<file path="config.mk">
export PLATFORM = sky130hd
export DESIGN_NAME = salwc_div
export DESIGN_NICKNAME = d
export VERILOG_FILES = /design/src/hw/rtl/set_assoc_lru_writeback_cache_assert.svh /design/src/hw/rtl/salwc_pkg.sv /design/src/hw/rtl/salwc_div.sv
export SDC_FILE = /design/constraint.sdc
export NUM_CORES = 1
export LEC_CHECK = 0
export ABC_CLOCK_PERIOD_IN_PS = 2800
export BUFFER_PORTS_ARGS = -buffer_cell sky130_fd_sc_hd__buf_2
export CAP_MARGIN = 20
export CORE_UTILIZATION = 33
export CTS_BUF_LIST = sky130_fd_sc_hd__clkbuf_8
export DETAILED_ROUTE_END_ITERATION = 8
export PLACE_DENSITY = 0.64
export SETUP_SLACK_MARGIN = 0.3
export SYNTH_ARGS = -nofsm -noshare
export SYNTH_HDL_FRONTEND = slang
export SYNTH_SLANG_ARGS = --single-unit
</file>
<file path="constraint.sdc">
create_clock -name clk -period 2.8 [get_ports clk]
set_input_delay 0.56 -clock clk [delete_from_list [all_inputs] [get_ports clk]]
set_output_delay 0.56 -clock clk [all_outputs]
set_load 0.02 [all_outputs]
</file>
<file path="src/hw/rtl/set_assoc_lru_writeback_cache_assert.svh">
// assertion macros for the cache controller, clocked on clk, disabled in reset
`ifndef SET_ASSOC_LRU_WRITEBACK_CACHE_ASSERT_SVH
`define SET_ASSOC_LRU_WRITEBACK_CACHE_ASSERT_SVH
`ifndef NO_ASSERTIONS
`define SALWC_ASSERT_IMP(lbl, cond, prop) \
	lbl: assert property (@(posedge clk) disable iff (!arst_n) (cond) |-> (prop)) \
		else $error("cache controller check failed");
`define SALWC_ASSERT_NEXT(lbl, cond, prop) \
	lbl: assert property (@(posedge clk) disable iff (!arst_n) (cond) |=> (prop)) \
		else $error("cache controller check failed");
`else
`define SALWC_ASSERT_IMP(lbl, cond, prop)
`define SALWC_ASSERT_NEXT(lbl, cond, prop)
`endif
`endif

</file>
<file path="src/hw/rtl/salwc_pkg.sv">
package salwc_pkg;

	localparam int DIV_W = 32;
	localparam int DSR_W = 9;

	// memory operation codes
	localparam logic OP_FETCH = 1'b0;
	localparam logic OP_WB    = 1'b1;

	// configuration register indexes
	localparam logic REG_WAYS = 1'b0;
	localparam logic REG_SETS = 1'b1;

	typedef struct packed {
		logic             start;
		logic [DIV_W-1:0] dividend;
		logic [DSR_W-1:0] divisor;
	} div_req_t;

	typedef struct packed {
		logic             done;
		logic [DIV_W-1:0] quo;
		logic [DSR_W-1:0] rem;
	} div_rsp_t;

endpackage

</file>
<file path="src/hw/rtl/salwc_div.sv">
module salwc_div (
	input  logic                clk,
	input  logic                arst_n,
	input  salwc_pkg::div_req_t req,
	output salwc_pkg::div_rsp_t rsp
);

	logic [salwc_pkg::DIV_W-1:0] q_q;
	logic [salwc_pkg::DSR_W-1:0] r_q;
	logic [salwc_pkg::DSR_W-1:0] d_q;
	logic [4:0]                  cnt_q;
	logic                        busy_q;
	logic                        done_q;
	logic [salwc_pkg::DSR_W:0]   cand;
	logic                        ge;
	logic [salwc_pkg::DSR_W:0]   diff;

	// one quotient bit per cycle, restoring
	assign cand = {r_q, q_q[salwc_pkg::DIV_W-1]};
	assign ge   = cand >= {1'b0, d_q};
	assign diff = cand - {1'b0, d_q};

	always_ff @(posedge clk or negedge arst_n) begin
		if (!arst_n) begin
			busy_q <= 1'b0;
			done_q <= 1'b0;
			cnt_q  <= '0;
		end else begin
			done_q <= !req.start && busy_q && (cnt_q == 5'(salwc_pkg::DIV_W - 1));
			if (req.start) begin
				busy_q <= 1'b1;
				cnt_q  <= '0;
			end else if (busy_q) begin
				cnt_q <= cnt_q + 5'd1;
				if (cnt_q == 5'(salwc_pkg::DIV_W - 1)) begin
					busy_q <= 1'b0;
				end
			end
		end
	end

	always_ff @(posedge clk) begin
		if (req.start) begin
			q_q <= req.dividend;
			r_q <= '0;
			d_q <= req.divisor;
		end else if (busy_q) begin
			q_q <= {q_q[salwc_pkg::DIV_W-2:0], ge};
			r_q <= ge ? diff[salwc_pkg::DSR_W-1:0] : cand[salwc_pkg::DSR_W-1:0];
		end
	end

	assign rsp.done = done_q;
	assign rsp.quo  = q_q;
	assign rsp.rem  = r_q;

endmodule

</file>
==> impl_metrics.csv <==
group,metric,value,unit
status,status,"completed",
die,die_h,94.4,um
synthesis,synth.largest_area_cell,"edfxtp_1",
synthesis,ys_top_cells_by_area,"edfxtp_1 44%, mux2_2 13%, dfxtp_1 6.4%",
sta,finalHoldViolCount,0,
clock_network,clk_path_buf_depth,2,
die,die_area,0.00891,mm^2
setup_path,rr_endpoint,"r_q[4]",
setup_path,start_kind,"register",
sta,fin_hold_ws,0.0545,ns
clock_network,htreeDepth,3,
setup_path,r2r_cells,10,
drt,vias,1907,
sta,slew_viol_final,0,
setup_path,crit_type,"reg -> reg",
clock_network,clk_pin_slew,0.07,ns
sta,max_slew.worst_pin.slew,0.755,ns
sta,skew,0.00905,ns
setup_path,end_kind,"register",
drt,drc,0,
die,ios,86,
placement,io_buffer_count,85,
sta,setup_tns,0,ns
placement,placed_area,0.00335,mm^2
drt,first_pass_iters,6,
grt,grt_antenna_before_repair,0,
synthesis,netlist_area,0.00282,mm^2
die,die_w,94.4,um
synthesis,synth_top_cell_area_share,43.7,%
clock_network,cts_tree,"built",
sta,slew_headroom,49.6,%
synthesis,synthesis.nets,263,
power_and_ir_drop,leakage,1.62,nW
placement,dp_hpwl,4160,um
drt,drt-initial-drc-count,129,
synthesis,ys_warn_count,0,
synthesis,avgSynthCellArea,13.6,um^2
power_and_ir_drop,power.density,836,mW/mm^2
finish,layout_commonest_cell,"buf_2",
synthesis,async_flop_share,12.3,%
synthesis,ys_seq_area_share,56.3,%
grt,grt_max_degree,33,
setup_path,path_max_fanout,7,
synthesis,synth-main-ff-cell,"edfxtp_1",
grt,grt_pass1_wl,8800,um
hold_path,hold_class,"in -> async",
finish,final_cell_mix,"85 x buf_2, 41 x edfxtp_1, 32 x mux2_2, 14 x nor2_1, 11 x inv_1",
finish,nets,355,
clock_network,cts_num_sinks,57,
finish,syn2layout_area_growth,27.2,%
finish,drive_gt1_share,50.3,%
drt,routed_wirelength,5860,um
synthesis,synth-seq-cells,57,
synthesis,synth-edff-count,41,
finish,n_antenna_cell,0,
sta,setup-violations-final,0,
grt,grt_overflow_total,0,
grt,grt_pass1_vias,1774,
clock_network,clockRootBuffer,"clkbuf_8",
setup_path,critPathLaunch,"q_q[31]",
sta,rsz0062_at_grt,"no",
setup_path,reg2reg_setup_slack,0.39,ns
sta,finalCritPeriodShare,86.0,%
clock_network,clk_latency,0.33,ns
setup_path,critPathArrivalTime,2.61,ns
setup_path,rr_startpoint,"q_q[31]",
drt,routed_via_density,4.66,
grt,track_usage,13.4,%
clock_network,cts-buffers-inserted,9,
sta,max_freq,415,MHz
run,maxCapViolations,0,
die,design.core.area,0.00826,mm^2
synthesis,netlist_instances,207,
setup_path,critPathRequiredTime,3.00,ns
die,num_rows,33,
drt,ant_nets,0,
placement,gpl.final_weighted_congestion,0.780,
drt,wl_per_cell,14.3,um
synthesis,yosysUniqueCellTypes,44,
finish,final_area,0.00358,mm^2
power_and_ir_drop,vdd_drop_max,0.301,mV
sta,fin_crit,2.41,ns
die,start_util,34.1,%
-- cell families (layout without fill, tap and decap cells) --
kind of cell               count (synthesis)  after routing  synth area share (%)
DFF                                       57             57                  56.3
and+or+nand+nor                           40             40                  7.73
muxes                                     38             38                  14.9
AOI/OAI and AO/OA                         27             27                  9.02
buffers and inverters                     24            121                  3.60
adders and majority gates                 12             12                  5.60
xor gates and xnor gates                   9              9                  2.80
-- cell usage after synthesis (2+ instances only) --
cell type and number:
o311ai_1 3, clkbuf_1 9, and3_1 2, a211oi_4 2
xnor2_1 4, dfrtp_1 7, a211o_1 2, nand2b_1 2
o21ai_0 2, dfxtp_1 9, nor2b_1 2, inv_1 12
mux2_2 32, edfxtp_1 41, nor3b_1 2, nor3_1 2
ha_1 11, nor2_1 14, a211oi_1 4, xor2_1 5
nand4b_1 2, nand3_1 2, a21o_1 3, nand2_1 4
a31oi_1 2, mux2i_1 6, nand4_1 2, or3b_2 3
-- flip-flops by register name, summed over array words and instances, names as in the netlist --
signal,flops
cnt_q,5
done_q,1
r_q,9
busy_q,1
q_q,32
d_q,9
-- worst max-delay path by stage --
| stage | endpoint | slack (ns) | depth (start not counted) |
|---|---|---|---|
| global route | r_q[4] | 0.29 | 10 |
| finish | r_q[4] | 0.39 | 10 |
| CTS | r_q[4] | 0.38 | 10 |
| global placement | r_q[4] | 0.36 | 10 |
| floorplan | q_q[0] | 0.29 | 10 |
| detailed placement | r_q[3] | 0.27 | 10 |
-- worst max-delay path: stages (launching register included) --
cell      delay [ns]
edfxtp_1        0.40
inv_2           0.10
ha_4            0.14
inv_2           0.04
fa_2            0.39
a211oi_4        0.31
o31ai_4         0.13
a211oi_4        0.30
buf_6           0.18
mux2i_1         0.20
a211oi_1        0.09
-- through the flow --
| step | setup slack, ns | util, % | power (mW) | instances |
|---|---|---|---|---|
| after floorplan | 0.290 | - | 1.94 | 207 |
| after global placement | 0.360 | 40.6 | 2.20 | 390 |
| after detailed placement | 0.270 | 40.6 | 2.22 | 390 |
| after CTS | 0.377 | 43.0 | 2.99 | 407 |
| after global routing | 0.289 | 43.4 | 3.17 | 409 |
| final | 0.393 | 43.4 | 2.99 | 409 |
-- per-layer routing --
layer  vias up  track usage, %  wire (um)
met2        37            19.3       2730
met3         7            3.14        232
met4         0            6.92        105
met1       908            18.8       2780
met5         -               0          0
li1        955               -          -
-- area by class of cell --
cell class / instances / area (um^2)
clock buffers: 9 / 124
clock inverters: 7 / 62.6
fillers: 828 / 4680
inverters: 13 / 48.8
multi-input cells: 126 / 1140
flip-flops and latches: 57 / 1590
well taps: 105 / 131
repair buffers: 92 / 485
-- power by group --
| group | switching [mW] | leakage, nW | internal, mW |
|---|---|---|---|
| Clock | 0.339 | 0.0939 | 0.401 |
| Combinational | 0.601 | 0.935 | 0.505 |
| Sequential | 0.101 | 0.592 | 1.05 |
-- what timing repair did --
action,4_1_cts,5_1_grt
buffers inserted,1,2
pin swaps,1,5
hold buffers,0,0
endpoints found under the setup margin,3,6
gates resized for setup,0,6
Power figures use the tool's default switching activity.
