<file path="src/hw/rtl/set_assoc_lru_writeback_cache_assert.svh">
// assertion macros for the cache controller, clocked on clk, disabled in reset
`ifndef SET_ASSOC_LRU_WRITEBACK_CACHE_ASSERT_SVH
`define SET_ASSOC_LRU_WRITEBACK_CACHE_ASSERT_SVH
`ifndef NO_ASSERTIONS
`define SALWC_ASSERT_IMP(lbl, cond, prop) \
	lbl: assert property (@(posedge clk) disable iff (!arst_n) (cond) |-> (prop)) \
		else $error("cache controller check failed");
`define SALWC_ASSERT_NEXT(lbl, cond, prop) \
	lbl: assert property (@(posedge clk) disable iff (!arst_n) (cond) |=> (prop)) \
		else $error("cache controller check failed");
`else
`define SALWC_ASSERT_IMP(lbl, cond, prop)
`define SALWC_ASSERT_NEXT(lbl, cond, prop)
`endif
`endif

</file>
<file path="src/hw/rtl/salwc_ram.sv">
module salwc_ram #(
	parameter int WIDTH = 8,
	parameter int DEPTH = 16
) (
	input  logic                                   clk,
	input  logic                                   we,
	input  logic [(DEPTH > 1 ? $clog2(DEPTH) : 1)-1:0] waddr,
	input  logic [WIDTH-1:0]                       wdata,
	input  logic [(DEPTH > 1 ? $clog2(DEPTH) : 1)-1:0] raddr,
	output logic [WIDTH-1:0]                       rdata
);

	logic [WIDTH-1:0] mem_q [DEPTH];

	always_ff @(posedge clk) begin
		if (we) begin
			mem_q[waddr] <= wdata;
		end
		rdata <= mem_q[raddr];
	end

endmodule

</file>
<file path="config.mk">
export PLATFORM = sky130hd
export DESIGN_NAME = salwc_ram
export DESIGN_NICKNAME = d
export VERILOG_FILES = /design/src/hw/rtl/set_assoc_lru_writeback_cache_assert.svh /design/src/hw/rtl/salwc_ram.sv
export SDC_FILE = /design/constraint.sdc
export NUM_CORES = 1
export LEC_CHECK = 0
export ABC_AREA = 0
export BUFFER_PORTS_ARGS = -buffer_cell sky130_fd_sc_hd__buf_2
export CORE_MARGIN = 2
export CORE_UTILIZATION = 45
export CTS_CLUSTER_SIZE = 8
export DETAILED_ROUTE_END_ITERATION = 8
export GPL_TIMING_DRIVEN = 0
export PLACE_DENSITY_LB_ADDON = 0.1
export SLEW_MARGIN = 30
export SYNTH_ARGS = -nofsm -noshare
export SYNTH_HDL_FRONTEND = slang
export SYNTH_SLANG_ARGS = --single-unit
</file>
<file path="constraint.sdc">
create_clock -name clk -period 2.4 [get_ports clk]
set_input_delay 0.24 -clock clk [delete_from_list [all_inputs] [get_ports clk]]
set_output_delay 0.24 -clock clk [all_outputs]
set_load 0.01 [all_outputs]
</file>
==> results of run 1 <==
metrics by stage:
stage          utilization (%)  instance area, µm²  total power, mW  cells
6_report                  53.9                6070             5.54    428
5_1_grt                   53.9                6070             5.71    428
4_1_cts                   53.9                6070             5.58    428
3_5_place_dp              48.5                5470             2.99    396
3_3_place_gp              48.3                5450             2.98    396
2_1_floorplan                -                5150             2.86    229
logic make-up after synthesis:
logic type             count (synthesis)  synth area share (%)
multiplexers                          32                  15.0
flip-flops                           136                  77.8
AND/OR/NAND/NOR                       35                  3.18
buffers and inverters                 10                  1.68
AO/OA/AOI/OAI                         16                  2.33
state kept, by name, indices dropped and copies added, names as in the netlist:
register  flops
mem_q       128
rdata         8
worst max path at each step:
stage                startpoint          end  slack [ps]  cells after the start
detailed placement     waddr[2]  mem_q[3][1]         440                      3
floorplan              waddr[2]  mem_q[0][0]         670                      2
finish              mem_q[9][1]     rdata[1]         840                      3
global route        mem_q[9][1]     rdata[1]         820                      3
global placement       waddr[2]  mem_q[0][1]          70                      3
CTS                 mem_q[9][1]     rdata[1]         870                      3
placed cells by master (no fill, tap or decap):
cell,synthesis,final
edfxtp_1,128,128
buf_2,3,27
mux4_2,18,18
clkbuf_16,0,17
a22oi_1,16,16
mux4_1,14,14
nor2_1,13,13
nand2_1,9,9
dfxtp_1,8,8
clkinvlp_4,0,5
nor3_2,0,4
buf_6,3,3
clkdlybuf4s25_2,3,3
bufinv_16,0,3
nand3b_1,2,2
nand2b_1,2,2
clkbuf_8,0,2
clkinv_2,0,2
nor2b_1,1,1
buf_4,1,1
and2_1,1,1
and2b_1,1,1
nand3_1,1,1
or3b_2,1,1
clkinv_4,0,1
clkbuf_1,0,1
clkinv_1,0,1
power breakdown:
group          leakage (nW)  internal, mW  switching, mW
logic                 0.520         0.106          0.156
clock network         0.282          1.68          0.927
registers              1.22          2.66         0.0122
total                  2.03          4.44           1.10
worst register-to-register path, cell delays in order, from the launching register on:
cell and delay, ps:
edfxtp_1 380, mux4_1 550, a22oi_1 350, nand2_1 140
cell type report:
| cell class | count | share of cell area (%) |
|---|---|---|
| sequential | 136 | 65.9 |
| multi-input combinational | 83 | 17.7 |
| clock buffer | 20 | 7.52 |
| tap | 143 | 2.95 |
| clock inverter | 12 | 2.47 |
| timing repair buffer | 24 | 1.98 |
| buffer | 10 | 1.42 |
routing by layer:
layer  vias up  wire, µm  GRT usage, %
li1       1060         -             -
met1      1218      4600          25.0
met2        65      4840          26.7
met3         9       475          5.08
met4         0       116          6.50
met5         -         0             0
==> impl_metrics.toml, run 1 <==
[clock_network]
clk_latency_ps = 410
tritoncts = "built"
clk_pin_slew_worst_paths_ps = 60
holdBufCountCts = 0
cts-root-buf = "clkbuf_16"
cts_resized = 0
cts-buffers-inserted = 17
clkSinkCount = 136
htree_levels = 4
post-cts-setup-buffers = 0
cts.path.max_buffers = 2

[worst_setup_path]
path_class = "flip-flop to flip-flop"
startpoint_type = "flip-flop"
crit_chain = "mux4_1, a22oi_1, nand2_1"
slowest_stage = "mux4_1"
crit_path_max_fanout = 1
cp-end-kind = "flip-flop"
r2r_slack_ps = 840
crit_path_max_incr_delay_ps = 550
path_buf_inv = 0
reg2reg_to = "rdata[1]"
crit_family = "multiplexers"
r2r_cells = 3
cp_data_required_time_ps = 2670
r2r_start = "mem_q[9][1]"
crit_arrival_ps = 1830

[placement]
place_ws_ps = 440
hpwl_mm = 6.42
io_buffers = 24
gp_congestion = 0.792

[pwr]
power.leakage_nw = 2.03
ir_drop_uv = 503
power.density_nw_per_um2 = 912

[global_routing]
grt_max_degree = 17
grt_pass1_wl_mm = 15.1
grt_pass1_vias = 2455
grt-ovfl-total = 0
antenna_found_initial = 0
grt_util_all_layers_pct = 17.7

[timing]
max_freq_ghz = 0.641
fin_hold_ws_ps = 232
fin_tns_setup_ps = 0
rsz0062_at_grt = "no"
fin_ws_ps = 840
period_share_pct = 65.0
tightest_slew_ps = 858
finClkSkew_ps = 4.31
maxSlewHeadroom_pct = 42.6
hold_viol = 0
min_period_ps = 1560
slew_viol_final = 0
setup_viol = 0

[synth]
synth-seq-cells = 136
synth_edf_count = 128
synth_top_area_share_pct = 74.7
synth_area_leaders = "edfxtp_1, mux4_2, mux4_1, dfxtp_1, a22oi_1"
async_flop_share_pct = 0
synth_cells = 229
yosysTopAreaCell = "edfxtp_1"
syn_avg_cell_area_um2 = 22.5
synth_common_cells = "edfxtp_1, mux4_2, a22oi_1"
synth_fp_nets = 247
ys_types = 19
synth_flop_cell = "edfxtp_1"
synth_most_common_cell = "edfxtp_1"
syn_area_um2 = 5150
yosysWarningCount = 0
seq_area_frac_synth_pct = 77.8

[floorplan]
die_h_um = 111
die_x_um = 111
die_area_um2 = 12300
core_area_um2 = 11300
io_pins = 26
initial_core_util_pct = 45.7
rows = 39

[detailed_routing]
finalWirelength_mm = 10.0
postRouteAntennaNets = 0
drt_iter0_drc = 180
drc_errors = 0
wire_per_inst_um = 23.4
via_per_inst = 5.50
via_count = 2352
first_pass_iters = 4

[cells_and_area]
diodes = 0
regArea_um2 = 4000
multiInputGateArea_um2 = 1080
fillers = 871
area_growth_pct = 18.0
drive_gt1_share_pct = 30.5
nets = 290

[hold_path]
hp-class = "input pin to flip-flop"
min-delay-start = "wdata[0]"
worstHoldEndpoint = "mem_q[1][0]"
hold_depth = 1

[run]
maxCapViolations = 0

[run_status]
status = "finished, final reports clean"
Power figures use the tool's default switching activity.
==> inputs of run 2 (changes only) <==
==> constraint.sdc (replaced) <==
create_clock -name clk -period 1.5 [get_ports clk]
set_input_delay 0.15 -clock clk [delete_from_list [all_inputs] [get_ports clk]]
set_output_delay 0.15 -clock clk [all_outputs]
set_load 0.01 [all_outputs]
==> run 2 against run 1 <==
First-iteration DRC count fell by 33%. Clock skew rose by 3.6 ps. Fmax rose by 7.8%. Cell count did not move. Die area did not move. Clock-buffer cell count rose by 1. Worst setup slack got worse by 790 ps. Sequential power rose by 60%. Hold slack got worse by 80 ps. Largest power group unchanged.
==> impl_metrics.toml, run 2 (synthesis gave the netlist of run 1 again) <==
[clock_network]
htree_levels = 4
clk_latency_ps = 410
cts.path.max_buffers = 2
tritoncts = "built"
clkSinkCount = 136
clk_pin_slew_worst_paths_ps = 60
cts_resized = 0
cts-buffers-inserted = 17
holdBufCountCts = 0
post-cts-setup-buffers = 0
cts-root-buf = "clkbuf_16"

[timing]
fin_ws_ps = 52.4
max_freq_ghz = 0.691
setup_viol = 0
period_share_pct = 96.5
maxSlewHeadroom_pct = 43.2
tightest_slew_ps = 848
slew_viol_final = 0
rsz0062_at_grt = "no"
fin_hold_ws_ps = 151
hold_viol = 0
finClkSkew_ps = 7.96
min_period_ps = 1450

[cells_and_area]
multiInputGateArea_um2 = 1080
nets = 290
stdcell_count = 428
largest_register_ffs = 128
fillers = 853
top_register = "mem_q"
diodes = 0
layout_commonest_cell = "edfxtp_1"
reg.largest.list = "mem_q x128, rdata x8"
regArea_um2 = 4000
area_growth_pct = 18.1
design_area_um2 = 6080
final_cell_mix = "edfxtp_1, buf_2, mux4_2"
drive_gt1_share_pct = 30.9

[placement]
gp_congestion = 0.812
place_ws_ps = -348
io_buffers = 24
placed_cell_area_um2 = 5470
hpwl_mm = 6.33
dp.cells = 396

[pwr]
comb_power_share_pct = 4.7
ir_drop_uv = 777
power.leakage_nw = 2.03
power.net_switching_mw = 1.75
p_int_mw = 7.12
power_mw = 8.87
p_sw_share_pct = 19.7
seqPwrFrac_pct = 48.2
clkPwrFrac_pct = 47.1
power.density_nw_per_um2 = 1460

[global_routing]
grt_pass1_vias = 2333
grt-ovfl-total = 0
antenna_found_initial = 0
grt_util_all_layers_pct = 17.4
grt_max_degree = 17
grt_pass1_wl_mm = 14.9

[worst_setup_path]
crit_path_max_incr_delay_ps = 470
crit_path_max_fanout = 1
path_class = "flip-flop to flip-flop"
slowest_stage = "mux4_2"
cp_data_required_time_ps = 1780
cp-end-kind = "flip-flop"
crit_chain = "mux4_2, a22oi_1, nand2_1"
crit_arrival_ps = 1730
startpoint_type = "flip-flop"

[detailed_routing]
first_pass_iters = 4
drc_errors = 0
finalWirelength_mm = 9.90
postRouteAntennaNets = 0
drt_iter0_drc = 120
via_count = 2336
via_per_inst = 5.46
wire_per_inst_um = 23.1

[run_status]
status = "finished, final reports clean"

[floorplan]
core_area_um2 = 11300
die_area_um2 = 12300
rows = 39
die_h_um = 111
io_pins = 26
die_x_um = 111
initial_core_util_pct = 45.7

[run]
maxCapViolations = 0

[hold_path]
hp-class = "input pin to flip-flop"
## run 2: path summary, 6_finish.rpt
check             cells past startpoint  slack (ps)     endpoint         from
setup / recovery                      3          50     rdata[7]  mem_q[2][7]
hold / removal                        1         150  mem_q[4][5]     wdata[5]
setup reg to reg                      3          50     rdata[7]  mem_q[2][7]
hold reg to reg                       3         700     rdata[7]  mem_q[8][7]
## run 2: area by class of cell
cell class	count	area share, %
buffer	10	1.42
clock buffer	21	7.57
clock inverter	11	2.43
multi-input combinational	83	17.8
sequential	136	65.9
tap	143	2.94
timing repair buffer	24	1.98
## run 2: per-stage QoR
step	TNS, ps	utilization (%)
global placement	-25610	48.4
global route	0	53.9
floorplan	0	-
CTS	0	53.9
finish	0	53.9
detailed placement	-15900	48.5
## run 2: critical path, delay by kind of cell (launching register included)
family          cells  cell delay [ps]
simple gates        1              100
compound gates      1              400
mux                 1              470
flops               1              360
## run 2: power by group through the flow
stage / Combinational (mW) / Sequential (mW) / Clock (mW)
after CTS: 0.426 / 4.27 / 4.23
after floorplan: 0.216 / 4.36 / 0
after detailed placement: 0.425 / 4.35 / 0
after global placement: 0.417 / 4.35 / 0
after global routing: 0.455 / 4.28 / 4.41
final: 0.417 / 4.27 / 4.18
## run 2: layer usage
metal  GRT usage (%)  share of wire (%)
met3            4.92                6.5
met2            25.5                 47
met4            6.50               0.44
met1            25.3                 46
met5               0                  0
